<file path="config.mk">
export PLATFORM = sky130hd
export DESIGN_NAME = mwm_div_cell
export DESIGN_NICKNAME = d
export VERILOG_FILES = /design/src/design/mwm_pkg.sv /design/src/design/mwm_div_cell.sv
export SDC_FILE = /design/constraint.sdc
export NUM_CORES = 1
export LEC_CHECK = 0
export BUFFER_PORTS_ARGS = -buffer_cell sky130_fd_sc_hd__buf_2
export CORE_MARGIN = 2
export CORE_UTILIZATION = 56
export CTS_CLUSTER_DIAMETER = 150
export CTS_CLUSTER_SIZE = 14
export DETAILED_ROUTE_END_ITERATION = 8
export GPL_TIMING_DRIVEN = 0
export PLACE_DENSITY = 0.95
export RECOVER_POWER = 100
export SETUP_SLACK_MARGIN = 0.5
export SLEW_MARGIN = 20
export SYNTH_ARGS = -nofsm -noshare
export SYNTH_HDL_FRONTEND = slang
export SYNTH_SLANG_ARGS = --single-unit
</file>
<file path="constraint.sdc">
create_clock -name clk_i -period 1.9 [get_ports clk_i]
set_clock_uncertainty 0.05 [all_clocks]
set_input_delay 0.095 -clock clk_i [delete_from_list [all_inputs] [get_ports clk_i]]
set_output_delay 0.095 -clock clk_i [all_outputs]
set_load 0.005 [all_outputs]
</file>
<file path="src/design/mwm_pkg.sv">
// Package for the mecanum wheel mixer: widths, register indexes and the
// struct handed from cell to cell along the divider chain. No dependencies.
package mwm_pkg;

  localparam int FRAC_BITS = 14;
  localparam int AXIS_W    = 16;
  localparam int CMD_W     = 16;
  localparam int REG_W     = 15;
  localparam int NUM_WHEEL = 4;
  localparam int MIX_W     = AXIS_W + 2;
  localparam int MAG_W     = MIX_W - 1;
  localparam int QUO_W     = FRAC_BITS + 1;
  localparam int DIV_W     = (FRAC_BITS + 1 > MAG_W) ? FRAC_BITS + 1 : MAG_W;
  localparam int REM_W     = DIV_W + 1;
  localparam int NUM_CELL  = QUO_W;

  localparam logic [DIV_W-1:0] ONE_Q = DIV_W'(1) << FRAC_BITS;

  localparam logic REG_DEADBAND = 1'b0;
  localparam logic REG_SPIN     = 1'b1;

  localparam logic [REG_W-1:0] DEADBAND_RST = REG_W'(4915);
  localparam logic [REG_W-1:0] SPIN_RST     = REG_W'(14746);

  typedef struct packed {
    logic                                vld;
    logic [DIV_W-1:0]                    div;
    logic [NUM_WHEEL-1:0]                neg;
    logic [NUM_WHEEL-1:0][REM_W-1:0]     rem;
    logic [NUM_WHEEL-1:0][QUO_W-1:0]     quo;
  } mwm_cell_t;

endpackage

</file>
<file path="src/design/mwm_div_cell.sv">
// One restoring-division cell: produces one quotient bit for all four wheels.
// Depends on mwm_pkg.
module mwm_div_cell (
  input  logic               clk_i,
  input  logic               rst_ni,
  input  logic               en_i,
  input  mwm_pkg::mwm_cell_t cell_i,
  output mwm_pkg::mwm_cell_t cell_o
);
  import mwm_pkg::*;

  mwm_cell_t cell_d, cell_q;
  logic [REM_W-1:0] diff;
  logic             ge;

  always_comb begin
    cell_d = cell_i;
    diff   = '0;
    ge     = 1'b0;
    for (int i = 0; i < NUM_WHEEL; i++) begin
      ge   = cell_i.rem[i] >= REM_W'(cell_i.div);
      diff = ge ? cell_i.rem[i] - REM_W'(cell_i.div) : cell_i.rem[i];
      cell_d.rem[i] = {diff[REM_W-2:0], 1'b0};
      cell_d.quo[i] = {cell_i.quo[i][QUO_W-2:0], ge};
    end
  end

  always_ff @(posedge clk_i or negedge rst_ni) begin
    if (!rst_ni) begin
      cell_q <= '0;
    end else if (en_i) begin
      cell_q <= cell_d;
    end
  end

  assign cell_o = cell_q;

endmodule

</file>
==> flow_metrics.tcl, run 1 <==
set metrics [dict create \
    error_line "[ERROR GRT-0232] Routing congestion too high. Check the congestion heatmap in the GUI." \
    gp_congestion 0.9369 \
    fp-row-count 47 \
    htreeDepth 4 \
    syn-instance-count 982 \
    hpwl_um 23510 \
    cts_root_buffer "clkbuf_16" \
    cts_sinks 150 \
    ys_async_sr_fraction 1.000 \
    synth_seq_cells 150 \
    pre_cts_slack_ns -1.187 \
    outcome "aborted with a tool error" \
    synth_edf_count 0 \
    ys.flop_type "dfrtp_1" \
    synthDistinctLibCells 66 \
    failed_stage "5_1_grt" \
    yosysWarnings 0 \
    die_w_um 134.5 \
    synth_area_sq_mm 0.009540 \
    grt_overflow 228 \
    clk_path_buf_depth 2 \
    ys_seq_area_frac 0.3934 \
    syn_area_per_cell_sq_um 9.715 \
    io_buffers 301 \
    initial_core_util 0.5733 \
    ioPinCount 311 \
    grt_start_max_net_pins 85 \
    die_y_um 134.5 \
    worstEndpointType "register data pin" \
    crit_endpoint "cell_o[116]$_DFFE_PN0P_/D" \
    numCtsBuffers 17 \
    grt_use_total 0.8221 \
]
[Yosys cell counts, drive strengths merged (3+ instances only)]
library cell / count / area [sq um]
buf: 16 / 92.59
o21a: 8 / 60.06
mux2: 81 / 912.1
a21oi: 85 / 425.4
a311oi: 3 / 26.28
nand3: 26 / 130.1
inv: 41 / 153.9
mux2i: 39 / 390.4
o21bai: 8 / 60.06
nand4: 8 / 50.05
o221ai: 3 / 26.28
o21ai: 38 / 190.2
a41oi: 5 / 51.30
o31a: 4 / 35.03
dfrtp: 150 / 3754
nand2: 73 / 274.0
nand3b: 3 / 22.52
and3: 12 / 75.07
or3: 7 / 43.79
xnor2: 27 / 236.5
a221oi: 3 / 26.28
nand2b: 5 / 31.28
nor2b: 10 / 62.56
a21o: 13 / 97.59
fa: 4 / 80.08
a211o: 10 / 87.58
o311ai: 3 / 26.28
o31ai: 3 / 22.52
nor2: 84 / 315.3
o211ai: 6 / 50.05
clkbuf: 32 / 120.1
ha: 68 / 850.8
or2: 4 / 25.02
a211oi: 11 / 87.58
nor3: 14 / 70.07
xor2: 18 / 157.7
and4: 3 / 26.28
a2bb2oi: 3 / 26.28
a31oi: 26 / 162.7
[logic make-up after synthesis]
family	synth area share
simple gates	0.1242
compound gates	0.1677
flops	0.3934
mux	0.1365
buf+inv	0.03882
fa+ha+maj	0.09757
xor+xnor	0.04131
other cells	0.0003931
[routing by layer]
| layer | GRT overflow | track usage |
|---|---|---|
| met5 | 0 | 0.3389 |
| met3 | 3 | 0.6565 |
| met2 | 137 | 1.003 |
| met1 | 3 | 0.7895 |
| met4 | 85 | 0.8860 |
[timing repair]
| action | 4_1_cts |
|---|---|
| resized for setup | 196 |
| setup buffers | 63 |
| pin swaps | 92 |
| cloned | 7 |
| hold buffers | 142 |
| setup endpoints to repair | 78 |
| hold endpoints to repair | 208 |
[stage by stage]
step / instance area, sq um / std cells / hold slack, ns
2_1_floorplan: 9652 / 985 / -0.2506
3_3_place_gp: 11430 / 1506 / 0.2757
3_5_place_dp: 11470 / 1507 / 0.02738
4_1_cts: 14980 / 1751 / -0.04911
==> run 2: changes to the inputs <==
Settings changed: CORE_UTILIZATION 56 to 40, CTS_CLUSTER_DIAMETER 150 to not set, CTS_CLUSTER_SIZE 14 to not set, PLACE_DENSITY 0.95 to not set, PLACE_DENSITY_LB_ADDON set to 0.15, SETUP_SLACK_MARGIN 0.5 to not set.
==> run 2 against run 1 <==
- area after synthesis unchanged
- synthesized cell count unchanged
- the flow now finishes, with violations (hold timing, setup timing)
==> flow_metrics.tcl, run 2 <==
set metrics [dict create \
    grt_use_met2 0.4720 \
    drv_slew 0 \
    setup.worst_path.end_class "register" \
    yosysTopAreaCell "dfrtp_1" \
    max_stage_delay_ns 0.37 \
    fmax_mhz 403.1 \
    cts_tree "yes" \
    drtIter0Drc 510 \
    yosysWarnings 0 \
    grt_pass1_vias 9714 \
    grt_util_met1 0.3623 \
    ys.flop_type "dfrtp_1" \
    io_buffers 301 \
    layout.nets 1751 \
    ys_async_sr_fraction 1.000 \
    viasPerCell 5.371 \
    numCtsBuffers 17 \
    start_kind "input port" \
    busiest_layer "met2" \
    yosysMostFrequentCell "dfrtp_1" \
    ant_nets 0 \
    routed_wl_um 36680 \
    grt_use_total 0.2816 \
    failed_checks "hold timing, setup timing" \
    drive_gt1_frac 0.3564 \
    slew_headroom 0.2809 \
    netlist_top_cells_count "dfrtp_1 (150), a21oi_1 (85), nor2_1 (84), mux2_2 (80), nand2_1 (73)" \
    min_from "cell_i[99]" \
    initial_core_util 0.4064 \
    setup_slack_ns -0.5807 \
    antenna_found_initial 2 \
    wl_per_cell_um 19.75 \
    die_area_sq_mm 0.02510 \
    die_w_um 158.4 \
    grt_overflow 0 \
    post-route-period-util 1.306 \
    synth_area_sq_mm 0.009540 \
    cp.arrival_ns 2.74 \
    startpoint "cell_i[114]" \
    outcome "finished with violations" \
    hpwl_um 24080 \
    synth.top_cell.area_share 0.3934 \
    met3_usage 0.05852 \
    drv_cap 0 \
    syn_to_final_growth_pct 61.11 \
    fp-row-count 56 \
    synthDistinctLibCells 66 \
    finalHoldViolCount 1 \
    crit_fanout 5 \
    grt_pass1_wl_um 53160 \
    synth_seq_cells 150 \
    power_leakage_nw 6.597 \
    ys_seq_area_frac 0.3934 \
    core_area_sq_mm 0.02347 \
    clk_path_buf_depth 2 \
    vias 9974 \
    final_common_cell "buf_2" \
    final_cell_mix "buf_2 (179), dfrtp_1 (150), dlygate4sd3_1 (140)" \
    gp_congestion 0.9317 \
    cp_slowest_cell "a311o_1" \
    htreeDepth 4 \
    ioPinCount 311 \
    cts_root_buffer "clkbuf_16" \
    grt_start_max_net_pins 80 \
    route.detailed.drc 0 \
    required_ns 2.16 \
    hold_class "input port to register" \
    syn-instance-count 982 \
    path_clk_slew_ns 0.08 \
    rsz0062_at_grt "yes" \
    cp_num_buf_inv 5 \
    firstDrtPassIters 5 \
    cp_cell_sequence "buf_6 > inv_4 > ha_4 > inv_2 > fa_2 > a21o_1 > a221o_1 > a31o_1 > a311o_1 > a41oi_4 > buf_12 > buf_16 > mux2i_1 > a21oi_1" \
    irDropWorstVdd_mv 0.5885 \
    cts_sinks 150 \
    synth_edf_count 0 \
    post-route-min-period_ns 2.481 \
    hold-worst-slack_ns -0.01119 \
    syn_area_per_cell_sq_um 9.715 \
    worstMarginPinSlew_ns 1.079 \
    fill_cells 1967 \
    clock_latency_ns 0.42 \
    largest_reg_flops 150 \
    synthTopCellsByArea "dfrtp_1 (39%), mux2_2 (9.4%), ha_1 (8.9%)" \
    cp_top_family "compound AO/OA/AOI/OAI gates" \
    powerDensity_mw_per_mm2 737.0 \
    rr_startpoint "cell_o[112]$_DFFE_PN0P_" \
    die_y_um 158.4 \
    pre_cts_slack_ns -1.444 \
    setup_viol_count_final 70 \
    worst-setup-path-type "input port to register" \
]
## run 2: cell counts after synthesis
No cell type changed its count.
## run 2: repair_timing
action	in CTS	in global routing
hold buffers	140	0
setup buffers	54	27
resized for setup	153	94
gates cloned	4	1
endpoints found under the setup margin	72	72
hold endpoints to repair	210	0
pin swaps	49	61
## run 2: tightest hold or removal path, delay by kind of cell
family	cells	cell delay [ns]
buffers and inverters	1	0.13
AO/OA/AOI/OAI	1	0.12
multiplexers	1	0.09
## run 2: path summary, 6_finish.rpt
path	slack, ns	cells past startpoint	to
worst min register to register	0.45	1	cell_o[76]$_DFFE_PN0P_
min in group asynchronous	0.35	2	cell_o[89]$_DFFE_PN0P_
worst max register to register	0.89	3	cell_o[112]$_DFFE_PN0P_
max in group asynchronous	0.29	3	cell_o[47]$_DFFE_PN0P_
worst max-delay path	-0.58	14	cell_o[122]$_DFFE_PN0P_
worst min-delay path	-0.01	3	cell_o[100]$_DFFE_PN0P_
## run 2: layout make-up
cell class | instances | area (sq um) | share of cell area
Antenna cell | 3 | 7.507 | 0.0004884
Buffer | 40 | 264.0 | 0.01718
Clock buffer | 17 | 425.4 | 0.02768
Clock inverter | 15 | 196.4 | 0.01278
Inverter | 42 | 232.7 | 0.01514
Multi-Input combinational cell | 745 | 6397 | 0.4162
Sequential cell | 150 | 3754 | 0.2442
Tap cell | 319 | 399.1 | 0.02597
Timing Repair Buffer | 526 | 3695 | 0.2404
## run 2: through the flow
step	utilization	TNS, ns	instances	power, mW	instance area (sq um)
CTS	0.6344	-14.32	1830	11.15	14890
global route	0.6545	-20.30	1854	11.91	15360
detailed placement	0.4937	-75.35	1606	6.891	11590
floorplan	-	-22.72	985	5.666	9646
global placement	0.4921	-341.07	1605	6.849	11550
finish	0.6549	-15.30	1857	11.33	15370
## run 2: report_power, final
group	switching, mW	internal, mW	total (mW)
Combinational	1.92	1.94	3.87
Sequential	0.278	3.64	3.92
Clock	1.74	1.80	3.54
Total	3.94	7.39	11.3
## run 2: logic make-up (layout without fill, tap and decap cells)
kind of cell | count (synthesis) | in the layout | synth area share
buffers and inverters | 90 | 640 | 0.03882
and+or+nand+nor | 256 | 256 | 0.1242
DFF | 150 | 150 | 0.3934
xor gates and xnor gates | 45 | 45 | 0.04131
adders and majority gates | 72 | 72 | 0.09757
muxes | 120 | 120 | 0.1365
other | 1 | 7 | 0.0003931
AOI/OAI and AO/OA | 248 | 248 | 0.1677
## run 2: metal layers
layer  wire length, um  share of wire
met1             15300           0.42
met2             17990           0.49
met3              2633          0.072
met4               760          0.021
met5                 0              0
Power figures use the tool's default switching activity.
