`config.mk`:
```
export PLATFORM = sky130hd
export DESIGN_NAME = mwm_mix
export DESIGN_NICKNAME = d
export VERILOG_FILES = /design/src/design/mwm_pkg.sv /design/src/design/mwm_mix.sv
export SDC_FILE = /design/constraint.sdc
export NUM_CORES = 1
export LEC_CHECK = 0
export BUFFER_PORTS_ARGS = -buffer_cell sky130_fd_sc_hd__buf_4
export CORE_AREA = 2 2 173 175
export CTS_CLUSTER_DIAMETER = 50
export DETAILED_ROUTE_END_ITERATION = 7
export DIE_AREA = 0 0 175 177
export GPL_TIMING_DRIVEN = 0
export PLACE_DENSITY = 0.75
export SLEW_MARGIN = 20
export SYNTH_ARGS = -nofsm -noshare
export SYNTH_HDL_FRONTEND = slang
export SYNTH_SLANG_ARGS = --single-unit
```
`constraint.sdc`:
```
create_clock -name clk_i -period 17.3 [get_ports clk_i]
set_input_delay 5.19 -clock clk_i [delete_from_list [all_inputs] [get_ports clk_i]]
set_output_delay 5.19 -clock clk_i [all_outputs]
set_load 0.02 [all_outputs]
```
`src/design/mwm_pkg.sv`:
```
// Package for the mecanum wheel mixer: widths, register indexes and the
// struct handed from cell to cell along the divider chain. No dependencies.
package mwm_pkg;

  localparam int FRAC_BITS = 14;
  localparam int AXIS_W    = 16;
  localparam int CMD_W     = 16;
  localparam int REG_W     = 15;
  localparam int NUM_WHEEL = 4;
  localparam int MIX_W     = AXIS_W + 2;
  localparam int MAG_W     = MIX_W - 1;
  localparam int QUO_W     = FRAC_BITS + 1;
  localparam int DIV_W     = (FRAC_BITS + 1 > MAG_W) ? FRAC_BITS + 1 : MAG_W;
  localparam int REM_W     = DIV_W + 1;
  localparam int NUM_CELL  = QUO_W;

  localparam logic [DIV_W-1:0] ONE_Q = DIV_W'(1) << FRAC_BITS;

  localparam logic REG_DEADBAND = 1'b0;
  localparam logic REG_SPIN     = 1'b1;

  localparam logic [REG_W-1:0] DEADBAND_RST = REG_W'(4915);
  localparam logic [REG_W-1:0] SPIN_RST     = REG_W'(14746);

  typedef struct packed {
    logic                                vld;
    logic [DIV_W-1:0]                    div;
    logic [NUM_WHEEL-1:0]                neg;
    logic [NUM_WHEEL-1:0][REM_W-1:0]     rem;
    logic [NUM_WHEEL-1:0][QUO_W-1:0]     quo;
  } mwm_cell_t;

endpackage

```
`src/design/mwm_mix.sv`:
```
// Front of the mixer: deadband, wheel mix, then magnitudes and the divisor.
// Depends on mwm_pkg.
module mwm_mix (
  input  logic                              clk_i,
  input  logic                              rst_ni,
  input  logic                              en_i,
  input  logic                              vld_i,
  input  logic signed [mwm_pkg::AXIS_W-1:0] stick_x_i,
  input  logic signed [mwm_pkg::AXIS_W-1:0] stick_y_i,
  input  logic signed [mwm_pkg::AXIS_W-1:0] stick_throttle_i,
  input  logic [mwm_pkg::REG_W-1:0]         deadband_i,
  input  logic [mwm_pkg::REG_W-1:0]         spin_magnitude_i,
  output mwm_pkg::mwm_cell_t                cell_o
);
  import mwm_pkg::*;

  logic signed [MIX_W-1:0] x_s, y_s, t_s, fwd, rgt, rot;
  logic [MIX_W-1:0] mag_x, mag_y, mag_t, db_ext;
  logic signed [MIX_W-1:0] w_d [NUM_WHEEL];
  logic signed [MIX_W-1:0] w_q [NUM_WHEEL];
  logic vld_a_q;
  logic [MAG_W-1:0] mag_w [NUM_WHEEL];
  logic [MAG_W-1:0] max01, max23, mx;
  mwm_cell_t cell_d, cell_q;

  always_comb begin
    x_s    = MIX_W'(stick_x_i);
    y_s    = MIX_W'(stick_y_i);
    t_s    = MIX_W'(stick_throttle_i);
    mag_x  = x_s < 0 ? -x_s : x_s;
    mag_y  = y_s < 0 ? -y_s : y_s;
    mag_t  = t_s < 0 ? -t_s : t_s;
    db_ext = MIX_W'(deadband_i);
    rgt    = (mag_x < db_ext) ? '0 : -x_s;
    fwd    = (mag_y < db_ext) ? '0 : -y_s;
    if (mag_t < db_ext || t_s == 0) begin
      rot = '0;
    end else if (t_s < 0) begin
      rot = -MIX_W'(spin_magnitude_i);
    end else begin
      rot = MIX_W'(spin_magnitude_i);
    end
    w_d[0] = fwd - rot + rgt;
    w_d[1] = fwd + rot - rgt;
    w_d[2] = fwd - rot - rgt;
    w_d[3] = fwd + rot + rgt;
  end

  always_ff @(posedge clk_i or negedge rst_ni) begin
    if (!rst_ni) begin
      vld_a_q <= 1'b0;
    end else if (en_i) begin
      vld_a_q <= vld_i;
    end
  end

  always_ff @(posedge clk_i) begin
    if (en_i) begin
      for (int i = 0; i < NUM_WHEEL; i++) begin
        w_q[i] <= w_d[i];
      end
    end
  end

  always_comb begin
    for (int i = 0; i < NUM_WHEEL; i++) begin
      mag_w[i] = w_q[i] < 0 ? MAG_W'(-w_q[i]) : MAG_W'(w_q[i]);
    end
    max01 = (mag_w[1] > mag_w[0]) ? mag_w[1] : mag_w[0];
    max23 = (mag_w[3] > mag_w[2]) ? mag_w[3] : mag_w[2];
    mx    = (max23 > max01) ? max23 : max01;
    cell_d.vld = vld_a_q;
    cell_d.div = (DIV_W'(mx) > ONE_Q) ? DIV_W'(mx) : ONE_Q;
    for (int i = 0; i < NUM_WHEEL; i++) begin
      cell_d.neg[i] = w_q[i] < 0;
      cell_d.rem[i] = REM_W'(mag_w[i]);
      cell_d.quo[i] = '0;
    end
  end

  always_ff @(posedge clk_i or negedge rst_ni) begin
    if (!rst_ni) begin
      cell_q <= '0;
    end else if (en_i) begin
      cell_q <= cell_d;
    end
  end

  assign cell_o = cell_q;

endmodule

```
# Yosys cells after proc, flatten, opt, wreduce, memory -nomap -nowiden

Memory sizes are Yosys's and may differ from the RTL's.
Index checks and enable logic that the tools add are counted.

Register bits after elaboration: 91
Bits in writable memories: 72
Input bits: 82
Memories kept: 1

$add $sub $neg: 16
$lt $le $gt $ge: 14
Multiplexer cells: 17
Reduce and logical (&&, ||, !) cells: 2

Memories:

| name | words | bits a word | rd ports | clocked after Yosys merged registers in | wr ports | line          | source |
|---|---|---|---|---|---|---|---|
| w_q  | 4     | 18          | 4        | 0                                       | 4        | mwm_mix.sv:20 | `logic signed [MIX_W-1:0] w_q [NUM_WHEEL];` |

Operators by type and width:

| cell                                                 | count |
|---|---|
| two-way mux 17 bit                                   | 8 |
| two-way mux 18 bit                                   | 7 |
| < comparator 18 x 1 -> 1 bit, second input constant  | 4 |
| negator 17 bit                                       | 4 |
| adder 18 bit                                         | 3 |
| < comparator 18 x 15 -> 1 bit                        | 3 |
| negator 16 -> 18 bit                                 | 3 |
| subtractor 18 bit                                    | 3 |
| > comparator 17 bit                                  | 3 |
| < comparator 16 x 1 -> 1 bit, second input constant  | 3 |
| negator 18 bit                                       | 2 |
| zero test 32 bit                                     | 1 |
| negator 15 -> 18 bit                                 | 1 |
| > comparator 17 x 15 -> 1 bit, second input constant | 1 |
| two-way mux 1 bit                                    | 2 |
| logical OR 1 bit                                     | 1 |

# Depth between registers and ports, before layout

Gate-level depths: netlist of run 1.
An unclocked memory read counts as a cell.

Depth after elaboration: 9
Mapped depth: 39
Mapped depth without buffers: 37

# Least setup slack after synthesis of run 1

OpenSTA, ideal clock, no wires.

Path kind: input port to flip-flop
From: input stick_y_i[1] (netlist bit)
To: memory w_q[0][17] (netlist bit) (data pin)
Setup time: 0.264 ns
Arrival: 12.811 ns
Data required time: 17.036 ns
Setup slack: 4.225 ns
Stages on the path: 33
Buffers on the path: 2
Cells stage by stage: or3_1 or3_1 or3_1 or3_1 or3_1 nand2_1 xnor2_1 ha_1 a21o_1 a21oi_1 nand2_1 a31o_2 a31oi_1 clkbuf_1 nor2_1 ha_1 clkbuf_1 a21o_1 a21oi_1 o21bai_1 a21oi_1 o21bai_1 a211o_1 a2111oi_0 o31ai_1 a21oi_1 xnor2_1 ha_1 inv_1 and4_1 a2111oi_0 a21oi_1 xnor2_1

RTL lines:

| what        | line          | source |
|---|---|---|
| from (decl) | mwm_mix.sv:9  | `input logic signed [mwm_pkg::AXIS_W-1:0] stick_y_i,` |
| to (decl)   | mwm_mix.sv:20 |  |

==> reports/qor_table.md, run 1 <==
| Parameter | Reported | Unit |
| --- | --- | --- |
| Result of the run | finished, final reports clean | - |
| CP required | 17.48 | ns |
| Leftover overflow at the end of global routing | 0 | - |
| Peak clock frequency supported by timing | 69.85 | MHz |
| YS warnings | 0 | - |
| Endpoint of the worst hold path | cell_o[152]$_DFFE_PN0P_ | - |
| Endpoint of the worst-slack reg-to-reg timing path | cell_o[141]$_DFFE_PN0P_ | - |
| Number of buffer cells added on primary ports | 171 | - |
| CTS clock-pin slew for the worst setup and hold paths | 0.07 | ns |
| Number of failing hold endpoints at the final stage | 0 | - |
| RSZ-0062 raised after global routing | false | - |
| Number of filler instances in the final layout | 2570 | - |
| Worst Tran Pin Value | 0.9906 | ns |
| Floorplan core area | 0.02924 | mm² |
| Final design area excluding fillers | 0.01844 | mm² |
| Worst-skew pair later-pin latency | 0.44 | ns |
| Number of placement rows | 63 | - |
| Maximum buffer depth of the clock tree | 2 | - |
| Post-synthesis register bit count | 159 | - |
| Die outline width | 175 | µm |
| Setup slack of the critical path after layout | 2.984 | ns |
| Largest cells by area after synthesis | sky130_fd_sc_hd__ha_1, sky130_fd_sc_hd__dfrtp_1, sky130_fd_sc_hd__edfxtp_1 | - |
| Arrival time of the worst setup path | 14.50 | ns |
| Number of setup violations in the final report | 0 | - |
| Max-Slew Margin vs Limit | 32.25 | % |
| Number of sinks driven by the clock tree | 159 | - |
| Inserted Clock Buffers | 17 | - |
| Via count | 13853 | - |
| Post-route ant nets | 0 | - |
| Largest net degree at the start of global routing | 90 | - |
| Worst-case register-to-register setup slack | 9.47 | ns |
| Cell taking the most area after synthesis | sky130_fd_sc_hd__ha_1 | - |
| Via count of the first global-routing pass | 13306 | - |
| R2R depth | 29 | - |
| Total GRT Usage | 28.15 | % |
| Number of hold buffers added after cts | 0 | - |
| Part of the cycle the worst path needs | 82.75 | % |
| Worst hold path stage count | 1 | - |
| DR pass1 iterations | 5 | - |
| Type of the most critical hold path | flip-flop to flip-flop | - |
| Largest driver fanout on the critical path | 10 | - |
| First-pass GRT wire length | 69230 | µm |
| Startpoint of the most critical hold path | cell_o[152]$_DFFE_PN0P_ | - |
| RePlAce Congestion | 0.9434 | - |
| Kind of critical path | input pin to flip-flop | - |
| Vias per cell | 5.550 | - |
| Layout cell share with drive strength beyond 1 | 15.15 | % |
| Master of the slowest instance on the critical path | sky130_fd_sc_hd__a2111oi_0 | - |
| Syn_area_per_cell | 8.611 | µm² |
| R2R Path Start | w_q[1][0]$_DFFE_PP_ | - |
| Wirelength per Cell | 17.45 | µm |
| Worst Setup End Kind | flip-flop | - |
| Synth-to-layout area growth | 16.35 | % |
| Count of pins over their slew limit | 0 | - |
| Total DRC errors in the routed layout | 0 | - |
| Number of synthesized flops with an enable pin | 70 | - |
| Total routed wirelength | 43550 | µm |
| Ports placed on the boundary | 236 | - |
| Count of distinct cell types in the synthesized netlist | 67 | - |
| Most instantiated flip-flop cell in the synthesis netlist | sky130_fd_sc_hd__dfrtp_1 | - |
| Antenna Cells | 0 | - |
| Number of nets in the layout | 2388 | - |
| Top cell type's share of synthesized area | 16.35 | % |
| Final critical-path required period | 14.32 | ns |
| Initial core utilization | 54.18 | % |
| Synthesized area | 0.01584 | mm² |
| Total negative setup slack | 0 | ns |
| Delay of the slowest cell on the worst path | 0.86 | ns |
| Number of max-capacitance violations reported | 0 | - |
| Synth Instances | 1840 | - |
| Fin Clk Skew | 0.01462 | ns |
| Area of placed instances | 0.01785 | mm² |
| Detailed placer's ending HPWL | 36400 | µm |
| Full die area | 0.03098 | mm² |
| Type of element launching the critical path | input pin | - |
| Post-placement worst setup slack | 2.566 | ns |
| Die height | 177 | µm |
| Initial DRC Count | 894 | - |
| Sequential fraction of the synthesis area | 27.32 | % |
| Resized cells post-CTS | 0 | - |
| Antenna violations before repair | 0 | - |
| Share of synthesized registers carrying an async set or reset | 55.97 | % |
| TritonCTS clock tree | yes | - |
| Buffer count from post-CTS setup fixing | 0 | - |
| Depth of the CTS H-tree | 4 | - |
| Root buffer selected by CTS | sky130_fd_sc_hd__clkbuf_16 | - |
## layout by cell type (no fill, tap or decap), types with 6 or more instances in the layout
master and count:
sky130_fd_sc_hd__nand3_1 13, sky130_fd_sc_hd__a21o_1 29, sky130_fd_sc_hd__o21ai_0 85, sky130_fd_sc_hd__nor3_1 31
sky130_fd_sc_hd__nand4_1 10, sky130_fd_sc_hd__clkbuf_16 17, sky130_fd_sc_hd__dfrtp_1 89, sky130_fd_sc_hd__o31ai_1 34
sky130_fd_sc_hd__nand2b_1 31, sky130_fd_sc_hd__buf_1 7, sky130_fd_sc_hd__edfxtp_1 70, sky130_fd_sc_hd__ha_1 207
sky130_fd_sc_hd__mux2_2 12, sky130_fd_sc_hd__xnor2_1 136, sky130_fd_sc_hd__o41ai_1 21, sky130_fd_sc_hd__nor2_1 203
sky130_fd_sc_hd__or4_1 13, sky130_fd_sc_hd__o21a_1 9, sky130_fd_sc_hd__inv_1 126, sky130_fd_sc_hd__mux2i_1 23
sky130_fd_sc_hd__a211oi_1 15, sky130_fd_sc_hd__a31oi_1 7, sky130_fd_sc_hd__clkbuf_1 55, sky130_fd_sc_hd__or2_2 23
sky130_fd_sc_hd__fa_1 6, sky130_fd_sc_hd__a21oi_1 150, sky130_fd_sc_hd__o21bai_1 18, sky130_fd_sc_hd__conb_1 64
sky130_fd_sc_hd__xor2_1 100, sky130_fd_sc_hd__nor2b_1 17, sky130_fd_sc_hd__nor4_1 10, sky130_fd_sc_hd__or3_1 39
sky130_fd_sc_hd__nand2_1 111, sky130_fd_sc_hd__buf_4 237
## per-stage QoR
stage | cells | utilization (%) | hold WS, ns
floorplan | 1903 | - | 0.4750
global placement | 2464 | 61.04 | 0.4686
detailed placement | 2464 | 61.04 | 0.4734
CTS | 2496 | 63.02 | 0.4900
global route | 2496 | 63.04 | 0.5041
finish | 2496 | 63.04 | 0.4884
## area by class of cell
class | count | area (µm²) | share of cell area (%)
clock buffer | 17 | 425.4 | 2.308
buffer | 131 | 745.7 | 4.045
inverter | 126 | 473.0 | 2.565
tap | 390 | 488.0 | 2.647
timing repair buffer | 171 | 1287 | 6.984
clock inverter | 15 | 152.6 | 0.8280
sequential | 159 | 4329 | 23.48
multi-input combinational | 1487 | 10530 | 57.14
## routing by layer
metal | up-vias | track usage [%] | routed length [µm]
li1 | 6797 | - | -
met1 | 6581 | 35.31 | 18470
met2 | 404 | 49.82 | 21630
met3 | 71 | 3.093 | 1927
met4 | 0 | 10.80 | 1523
met5 | - | 0 | 0
## registers in the layout, indices dropped and copies added, names as in the netlist
register  flops
cell_o       88
vld_a_q       1
w_q          70
## worst max-delay path, delay by kind of cell
| kind | cells | cell delay (ns) |
|---|---|---|
| AOI/OAI and AO/OA | 15 | 4.63 |
| buffers and inverters | 4 | 0.87 |
| xor gates and xnor gates | 3 | 0.39 |
| adders and majority gates | 3 | 0.99 |
| and+or+nand+nor | 9 | 2.43 |
## cell families (layout without fill, tap and decap cells)
kind of cell / Yosys count / after routing / synth area share (%)
and+or+nand+nor: 516 / 516 / 15.34
AOI/OAI and AO/OA: 422 / 422 / 17.07
buffers and inverters: 257 / 460 / 7.692
xor gates and xnor gates: 237 / 237 / 13.15
adders and majority gates: 213 / 213 / 17.10
DFF: 159 / 159 / 27.32
muxes: 35 / 35 / 2.306
other: 1 / 64 / 0.02367
## worst max path at each step
stage                                end  slack (ns)          from
floorplan           w_q[0][17]$_DFFE_PP_        4.23  stick_y_i[1]
global placement    w_q[0][17]$_DFFE_PP_        2.76  stick_y_i[1]
detailed placement  w_q[0][17]$_DFFE_PP_        2.57  stick_y_i[1]
CTS                 w_q[0][17]$_DFFE_PP_        2.98  stick_y_i[1]
global route        w_q[0][17]$_DFFE_PP_        2.31  stick_y_i[1]
finish              w_q[0][17]$_DFFE_PP_        2.98  stick_y_i[1]
## Yosys cell counts, types with 10 or more instances
cell type and number:
sky130_fd_sc_hd__nor2_1 203, sky130_fd_sc_hd__nand3_1 13, sky130_fd_sc_hd__o21bai_1 18, sky130_fd_sc_hd__nor4_1 10, sky130_fd_sc_hd__mux2i_1 23, sky130_fd_sc_hd__mux2_2 12
sky130_fd_sc_hd__nor3_1 31, sky130_fd_sc_hd__nand2_1 111, sky130_fd_sc_hd__ha_1 207, sky130_fd_sc_hd__nand4_1 10, sky130_fd_sc_hd__a21o_1 29, sky130_fd_sc_hd__or2_2 23
sky130_fd_sc_hd__nand2b_1 31, sky130_fd_sc_hd__nor2b_1 17, sky130_fd_sc_hd__clkbuf_1 55, sky130_fd_sc_hd__xor2_1 100, sky130_fd_sc_hd__o21ai_0 85, sky130_fd_sc_hd__xnor2_1 136
sky130_fd_sc_hd__o41ai_1 21, sky130_fd_sc_hd__or3_1 39, sky130_fd_sc_hd__edfxtp_1 70, sky130_fd_sc_hd__dfrtp_1 89, sky130_fd_sc_hd__a21oi_1 150, sky130_fd_sc_hd__a211oi_1 15
sky130_fd_sc_hd__buf_4 67, sky130_fd_sc_hd__inv_1 126, sky130_fd_sc_hd__or4_1 13, sky130_fd_sc_hd__o31ai_1 34
Power of run 1 is not shown: default switching activity piles up to over one toggle a cycle in this logic, so the estimate is an artifact.
==> run 2, diff against run 1 <==
--- a/config.mk
+++ b/config.mk
@@ -6,12 +6,12 @@
 export NUM_CORES = 1
 export LEC_CHECK = 0
 export BUFFER_PORTS_ARGS = -buffer_cell sky130_fd_sc_hd__buf_4
-export CORE_AREA = 2 2 173 175
+export CORE_AREA = 2 2 175 177
 export CTS_CLUSTER_DIAMETER = 50
 export DETAILED_ROUTE_END_ITERATION = 7
-export DIE_AREA = 0 0 175 177
+export DIE_AREA = 0 0 177 179
 export GPL_TIMING_DRIVEN = 0
-export PLACE_DENSITY = 0.75
+export PLACE_DENSITY = 0.76
 export SLEW_MARGIN = 20
 export SYNTH_ARGS = -nofsm -noshare
 export SYNTH_HDL_FRONTEND = slang
==> constraint.sdc (replaced) <==
create_clock -name clk_i -period 11.9 [get_ports clk_i]
set_input_delay 3.57 -clock clk_i [delete_from_list [all_inputs] [get_ports clk_i]]
set_output_delay 3.57 -clock clk_i [all_outputs]
set_load 0.02 [all_outputs]
==> run 2 against run 1 <==
Net effect: first-iteration DRC count shrank 18%; cell count grew 0.28%; critical path depth down 1; global-route usage shrank 1.1 points; register-to-register slack worse by 5.4 ns; sequential cell count is the same; via count down 0.48%; design area up 0.42%; non-clock buffer count unchanged; count of clock-buffer cells in the layout did not move; sequential share of layout area fell by 0.098 points; die area rose by 2.3%; largest cell class unchanged.
==> reports/qor_table.md, run 2 (synthesis gave the netlist of run 1 again) <==
| Parameter | Reported | Unit |
| --- | --- | --- |
| Result of the run | finished, final reports clean | - |
| Vias per cell | 5.508 | - |
| R2R depth | 29 | - |
| Area of placed instances | 0.01786 | mm² |
| Cell type with the highest occurrence count on the critical path | sky130_fd_sc_hd__a21oi_1 | - |
| CTS clock-pin slew for the worst setup and hold paths | 0.08 | ns |
| Number of hold buffers added after cts | 0 | - |
| Number of sinks driven by the clock tree | 159 | - |
| RSZ-0062 raised after global routing | true | - |
| Maximum buffer depth of the clock tree | 2 | - |
| Fin Clk Skew | 0.01342 | ns |
| Number of max-capacitance violations reported | 0 | - |
| Via count | 13786 | - |
| Max-Slew Margin vs Limit | 33.25 | % |
| First-pass GRT wire length | 67660 | µm |
| Largest net degree at the start of global routing | 90 | - |
| Number of buffer cells added on primary ports | 171 | - |
| Number of placement rows | 64 | - |
| Total routed wirelength | 43270 | µm |
| Peak clock frequency supported by timing | 87.10 | MHz |
| Root buffer selected by CTS | sky130_fd_sc_hd__clkbuf_16 | - |
| Largest driver fanout on the critical path | 10 | - |
| Worst Setup End Kind | flip-flop | - |
| Final critical-path required period | 11.48 | ns |
| Initial core utilization | 52.76 | % |
| Initial DRC Count | 731 | - |
| Arrival time of the worst setup path | 11.66 | ns |
| Setup slack of the critical path after layout | 0.4189 | ns |
| Buffer and inverter count on the worst path | 2 | - |
| Met3 track demand over resource in global routing | 3.372 | % |
| Delay of the slowest cell on the worst path | 0.60 | ns |
| Number of failing hold endpoints at the final stage | 0 | - |
| Buffer count from post-CTS setup fixing | 0 | - |
| Path length in cells of the critical path | 33 | - |
| Total negative setup slack | 0 | ns |
| Number of setup violations in the final report | 0 | - |
| Inserted Clock Buffers | 17 | - |
| Total GRT Usage | 27.09 | % |
| Type of the most critical hold path | flip-flop to flip-flop | - |
| Part of the cycle the worst path needs | 96.48 | % |
| Synth-to-layout area growth | 16.84 | % |
| Worst Tran Pin Value | 0.9760 | ns |
| DR pass1 iterations | 6 | - |
| Kind of critical path | input pin to flip-flop | - |
| GRT met2 Usage | 47.71 | % |
| Depth of the CTS H-tree | 4 | - |
| Number of nets in the layout | 2388 | - |
| Most crowded layer after global routing | met2 | - |
| Leftover overflow at the end of global routing | 0 | - |
| Commonest cells after routing, fill and taps aside | sky130_fd_sc_hd__buf_4, sky130_fd_sc_hd__ha_1, sky130_fd_sc_hd__nor2_1 | - |
| Via count of the first global-routing pass | 13053 | - |
| Ports placed on the boundary | 236 | - |
| Floorplan core area | 0.03003 | mm² |
| Total DRC errors in the routed layout | 0 | - |
| TritonCTS clock tree | yes | - |
| Post-placement worst setup slack | -1.039 | ns |
| Die outline width | 177 | µm |
| Hold slack final | 0.4888 | ns |
| Most common library cell in the layout ignoring fill and taps | sky130_fd_sc_hd__buf_4 | - |
| Die height | 179 | µm |
| Final design area excluding fillers | 0.01851 | mm² |
| Worst hold path stage count | 1 | - |
| Antenna violations before repair | 1 | - |
| Wirelength per Cell | 17.29 | µm |
| Detailed placer's ending HPWL | 36060 | µm |
| Layout cell share with drive strength beyond 1 | 15.48 | % |
| Type of element launching the critical path | input pin | - |
| RePlAce Congestion | 0.9690 | - |
| Count of pins over their slew limit | 0 | - |
| Top cell family by delay on the critical path | compound AO/OA/AOI/OAI gates | - |
| Post-route ant nets | 0 | - |
| Number of flip-flops in the largest register | 88 | - |
| Full die area | 0.03168 | mm² |
| Worst-skew pair later-pin latency | 0.45 | ns |
| Master of the slowest instance on the critical path | sky130_fd_sc_hd__or4_1 | - |
| CP required | 12.08 | ns |
| Met1 usage in global routing | 33.19 | % |
==> run 2: worst paths after layout <==
path                                         startpoint  slack (ns)                       to
worst max register to register      w_q[1][0]$_DFFE_PP_        4.06  cell_o[140]$_DFFE_PN0P_
worst min register to register  cell_o[152]$_DFFE_PN0P_        0.49  cell_o[152]$_DFFE_PN0P_
min in group asynchronous                        rst_ni        3.17  cell_o[153]$_DFFE_PN0P_
max in group asynchronous                        rst_ni        8.16  cell_o[133]$_DFFE_PN0P_
worst max-delay path                stick_throttle_i[5]        0.42     w_q[3][17]$_DFFE_PP_
worst min-delay path            cell_o[152]$_DFFE_PN0P_        0.49  cell_o[152]$_DFFE_PN0P_
==> run 2: layout make-up <==
cell class                      count  area, µm²
Antenna cell                        1      2.502
Buffer                            131      747.0
Clock buffer                       17      425.4
Clock inverter                     15      158.9
Fill cell                        2631      11520
Inverter                          126      473.0
Multi-Input combinational cell   1487      10590
Sequential cell                   159       4329
Tap cell                          396      495.5
Timing Repair Buffer              171       1287
==> run 2: per-layer routing <==
layer / vias to the layer above / share of wire (%)
met2: 405 / 49
met4: 0 / 4.0
met3: 88 / 4.3
li1: 6793 / -
met1: 6500 / 43
met5: - / 0
==> run 2: through the flow <==
| stage | utilization [%] | instances |
|---|---|---|
| 3_3_place_gp | 59.48 | 2470 |
| 3_5_place_dp | 59.48 | 2470 |
| 4_1_cts | 61.47 | 2502 |
| 6_report | 61.65 | 2503 |
| 5_1_grt | 61.64 | 2502 |
| 2_1_floorplan | - | 1903 |
==> run 2: what timing repair did <==
action / 4_1_cts / 5_1_grt
gates resized for setup: 4 / 10
setup endpoints to repair: 5 / 11
endpoints found under the hold margin: 0 / 0
pin swaps: 0 / 0
Power of run 2 is left out for the same reason.
==> run 3, diff against run 2 <==
--- a/config.mk
+++ b/config.mk
@@ -5,11 +5,12 @@
 export SDC_FILE = /design/constraint.sdc
 export NUM_CORES = 1
 export LEC_CHECK = 0
+export ABC_AREA = 1
 export BUFFER_PORTS_ARGS = -buffer_cell sky130_fd_sc_hd__buf_4
-export CORE_AREA = 2 2 175 177
+export CORE_AREA = 2 2 181 183
 export CTS_CLUSTER_DIAMETER = 50
 export DETAILED_ROUTE_END_ITERATION = 7
-export DIE_AREA = 0 0 177 179
+export DIE_AREA = 0 0 183 185
 export GPL_TIMING_DRIVEN = 0
 export PLACE_DENSITY = 0.76
 export SLEW_MARGIN = 20
==> run 3 against run 2 <==
Net effect: utilization down 0.43 points; clock skew down 0.0034 ns; worst setup slack better by 0.26 ns; routed wire length up 20%; register-to-register slack better by 0.92 ns; critical endpoint is now w_q[2][15]$_DFFE_PP_.
==> reports/qor_table.md, run 3 <==
| Parameter | Reported | Unit |
| --- | --- | --- |
| Floorplan core area | 0.03204 | mm² |
| CP required | 12.10 | ns |
| Leftover overflow at the end of global routing | 0 | - |
| Final critical-path required period | 11.22 | ns |
| Count of pins over their slew limit | 0 | - |
| Vias per cell | 5.314 | - |
| Syn_area_per_cell | 7.223 | µm² |
| Number of max-capacitance violations reported | 0 | - |
| Arrival time of the worst setup path | 11.42 | ns |
| Antenna violations before repair | 2 | - |
| Commonest cells after routing, fill and taps aside | sky130_fd_sc_hd__nand2_1, sky130_fd_sc_hd__inv_1, sky130_fd_sc_hd__buf_4 | - |
| Part of the cycle the worst path needs | 94.31 | % |
| Synth Instances | 2351 | - |
| RSZ-0062 raised after global routing | true | - |
| Total DRC errors in the routed layout | 0 | - |
| Worst-skew pair later-pin latency | 0.44 | ns |
| Maximum buffer depth of the clock tree | 2 | - |
| Fin Clk Skew | 0.01001 | ns |
| CTS clock-pin slew for the worst setup and hold paths | 0.07 | ns |
| Total negative setup slack | 0 | ns |
| Type of element launching the critical path | input pin | - |
| Detailed placer's ending HPWL | 44740 | µm |
| Max-Slew Margin vs Limit | 37.81 | % |
| Worst Tran Pin Value | 0.9245 | ns |
| Full die area | 0.03386 | mm² |
| Die outline width | 183 | µm |
| Number of failing hold endpoints at the final stage | 0 | - |
| Share of synthesized registers carrying an async set or reset | 55.97 | % |
| Most common library cell in the layout ignoring fill and taps | sky130_fd_sc_hd__nand2_1 | - |
| Number of flip-flops in the largest register | 88 | - |
| Post-synthesis register bit count | 159 | - |
| Root buffer selected by CTS | sky130_fd_sc_hd__clkbuf_16 | - |
| Via count | 16075 | - |
| Peak clock frequency supported by timing | 89.10 | MHz |
| First-pass GRT wire length | 81410 | µm |
| Antenna Cells | 0 | - |
| Number of sinks driven by the clock tree | 159 | - |
| Via count of the first global-routing pass | 15628 | - |
| Top cell type's share of synthesized area | 15.25 | % |
| Synth-to-layout area growth | 15.51 | % |
| Leading post-synthesis cells by instance count | sky130_fd_sc_hd__nand2_1, sky130_fd_sc_hd__inv_1, sky130_fd_sc_hd__ha_1, sky130_fd_sc_hd__nor2_1, sky130_fd_sc_hd__o21ai_0 | - |
| Initial core utilization | 53.00 | % |
| Result of the run | finished, final reports clean | - |
| Total GRT Usage | 30.93 | % |
| Largest net degree at the start of global routing | 90 | - |
| Most common cell in the synthesized netlist | sky130_fd_sc_hd__nand2_1 | - |
| Buffer count from post-CTS setup fixing | 0 | - |
| Inserted Clock Buffers | 17 | - |
| Number of synthesized flops with an enable pin | 70 | - |
| Type of the most critical hold path | flip-flop to flip-flop | - |
| Largest driver fanout on the critical path | 10 | - |
| Number of nets in the layout | 2899 | - |
| Count of distinct cell types in the synthesized netlist | 57 | - |
| Layout cell share with drive strength beyond 1 | 13.49 | % |
| Total routed wirelength | 52120 | µm |
| Depth of the CTS H-tree | 4 | - |
| Ports placed on the boundary | 236 | - |
| Number of buffer cells added on primary ports | 171 | - |
| Synthesized area | 0.01698 | mm² |
| Worst Setup End Kind | flip-flop | - |
| Master of the slowest instance on the critical path | sky130_fd_sc_hd__o31ai_1 | - |
| TritonCTS clock tree | yes | - |
| Sequential fraction of the synthesis area | 25.49 | % |
| DR pass1 iterations | 5 | - |
| Delay of the slowest cell on the worst path | 0.42 | ns |
| Cell taking the most area after synthesis | sky130_fd_sc_hd__ha_1 | - |
| Number of placement rows | 66 | - |
| RePlAce Congestion | 0.9729 | - |
| Number of setup violations in the final report | 0 | - |
| Initial DRC Count | 1037 | - |
| Cell type with the highest occurrence count on the critical path | sky130_fd_sc_hd__nand2_1 | - |
| Most instantiated flip-flop cell in the synthesis netlist | sky130_fd_sc_hd__dfrtp_1 | - |
| Post-route ant nets | 0 | - |
| Kind of critical path | input pin to flip-flop | - |
| Die height | 185 | µm |
| Largest cells by area after synthesis | sky130_fd_sc_hd__ha_1, sky130_fd_sc_hd__dfrtp_1, sky130_fd_sc_hd__edfxtp_1 | - |
| Wirelength per Cell | 17.23 | µm |
| YS warnings | 0 | - |
-- run 3: cell types whose count changed after synthesis, moves of 23 or more --
| cell | previous run | this run |
|---|---|---|
| sky130_fd_sc_hd__xor2_1 | 100 | 147 |
| sky130_fd_sc_hd__nand3_1 | 13 | 102 |
| sky130_fd_sc_hd__a21o_1 | 29 | 6 |
| sky130_fd_sc_hd__inv_1 | 126 | 315 |
| sky130_fd_sc_hd__xnor2_1 | 136 | 37 |
| sky130_fd_sc_hd__or3_1 | 39 | 4 |
| sky130_fd_sc_hd__nand2b_1 | 31 | 0 |
| sky130_fd_sc_hd__nor2_1 | 203 | 176 |
| sky130_fd_sc_hd__mux2i_1 | 23 | 0 |
| sky130_fd_sc_hd__nand2_1 | 111 | 504 |
| sky130_fd_sc_hd__o31ai_1 | 34 | 11 |
| sky130_fd_sc_hd__o21ai_0 | 85 | 161 |
-- run 3: per-stage QoR --
stage	setup slack, ns	hold slack [ns]	utilization, %	instance area (µm²)	instances
floorplan	1.987	0.4422	-	17220	2414
global placement	0.04302	0.4561	59.34	19010	2993
detailed placement	0.08041	0.4663	59.34	19010	2993
CTS	0.5027	0.4840	61.13	19590	3025
global route	-0.006428	0.5090	61.22	19620	3025
finish	0.6770	0.4790	61.22	19620	3025
-- run 3: layout make-up --
| class | instances | area, µm² |
|---|---|---|
| flip-flops and latches | 159 | 4329 |
| fillers | 2987 | 12430 |
| clock inverters | 15 | 147.6 |
| repair buffers | 171 | 1287 |
| multi-input cells | 1791 | 10860 |
| well taps | 408 | 510.5 |
| inverters | 334 | 1254 |
| plain buffers | 130 | 803.3 |
| clock buffers | 17 | 425.4 |
-- run 3: repair_timing --
action                     in CTS  in global routing
setup endpoints to repair       0                  8
gates resized for setup         0                  6
hold buffers                    0                  0
-- run 3: cells by family after synthesis --
group           synth area share [%]
compound gates                 12.93
other cells                  0.02208
fa+ha+maj                      15.96
xor+xnor                       9.490
buf+inv                        12.11
simple gates                   23.99
flops                          25.49
-- run 3: layer usage --
metal	track usage, %	part of all wire, %	up-vias
li1	-	-	8047
met1	36.67	42	7450
met5	0	0.025	-
met2	56.68	50	469
met4	13.28	4.1	2
met3	3.323	4.1	107
-- run 3: path summary, 6_finish.rpt --
kind | startpoint | to | slack [ns] | depth (start not counted)
max | stick_y_i[0] | w_q[2][15]$_DFFE_PP_ | 0.68 | 43
min | vld_a_q$_DFFE_PN0P_ | vld_a_q$_DFFE_PN0P_ | 0.48 | 2
max reg2reg | w_q[0][0]$_DFFE_PP_ | cell_o[149]$_DFFE_PN0P_ | 4.98 | 38
min reg2reg | vld_a_q$_DFFE_PN0P_ | vld_a_q$_DFFE_PN0P_ | 0.48 | 2
max in group asynchronous | rst_ni | cell_o[91]$_DFFE_PN0P_ | 8.17 | 1
min in group asynchronous | rst_ni | cell_o[104]$_DFFE_PN0P_ | 3.18 | 1
-- run 3: critical path, delay by kind of cell --
family	cells	cell delay, ns
compound gates	7	1.39
fa+ha+maj	4	0.98
buf+inv	10	1.47
xor+xnor	2	0.58
simple gates	20	3.41
Power of run 3 is left out for the same reason.
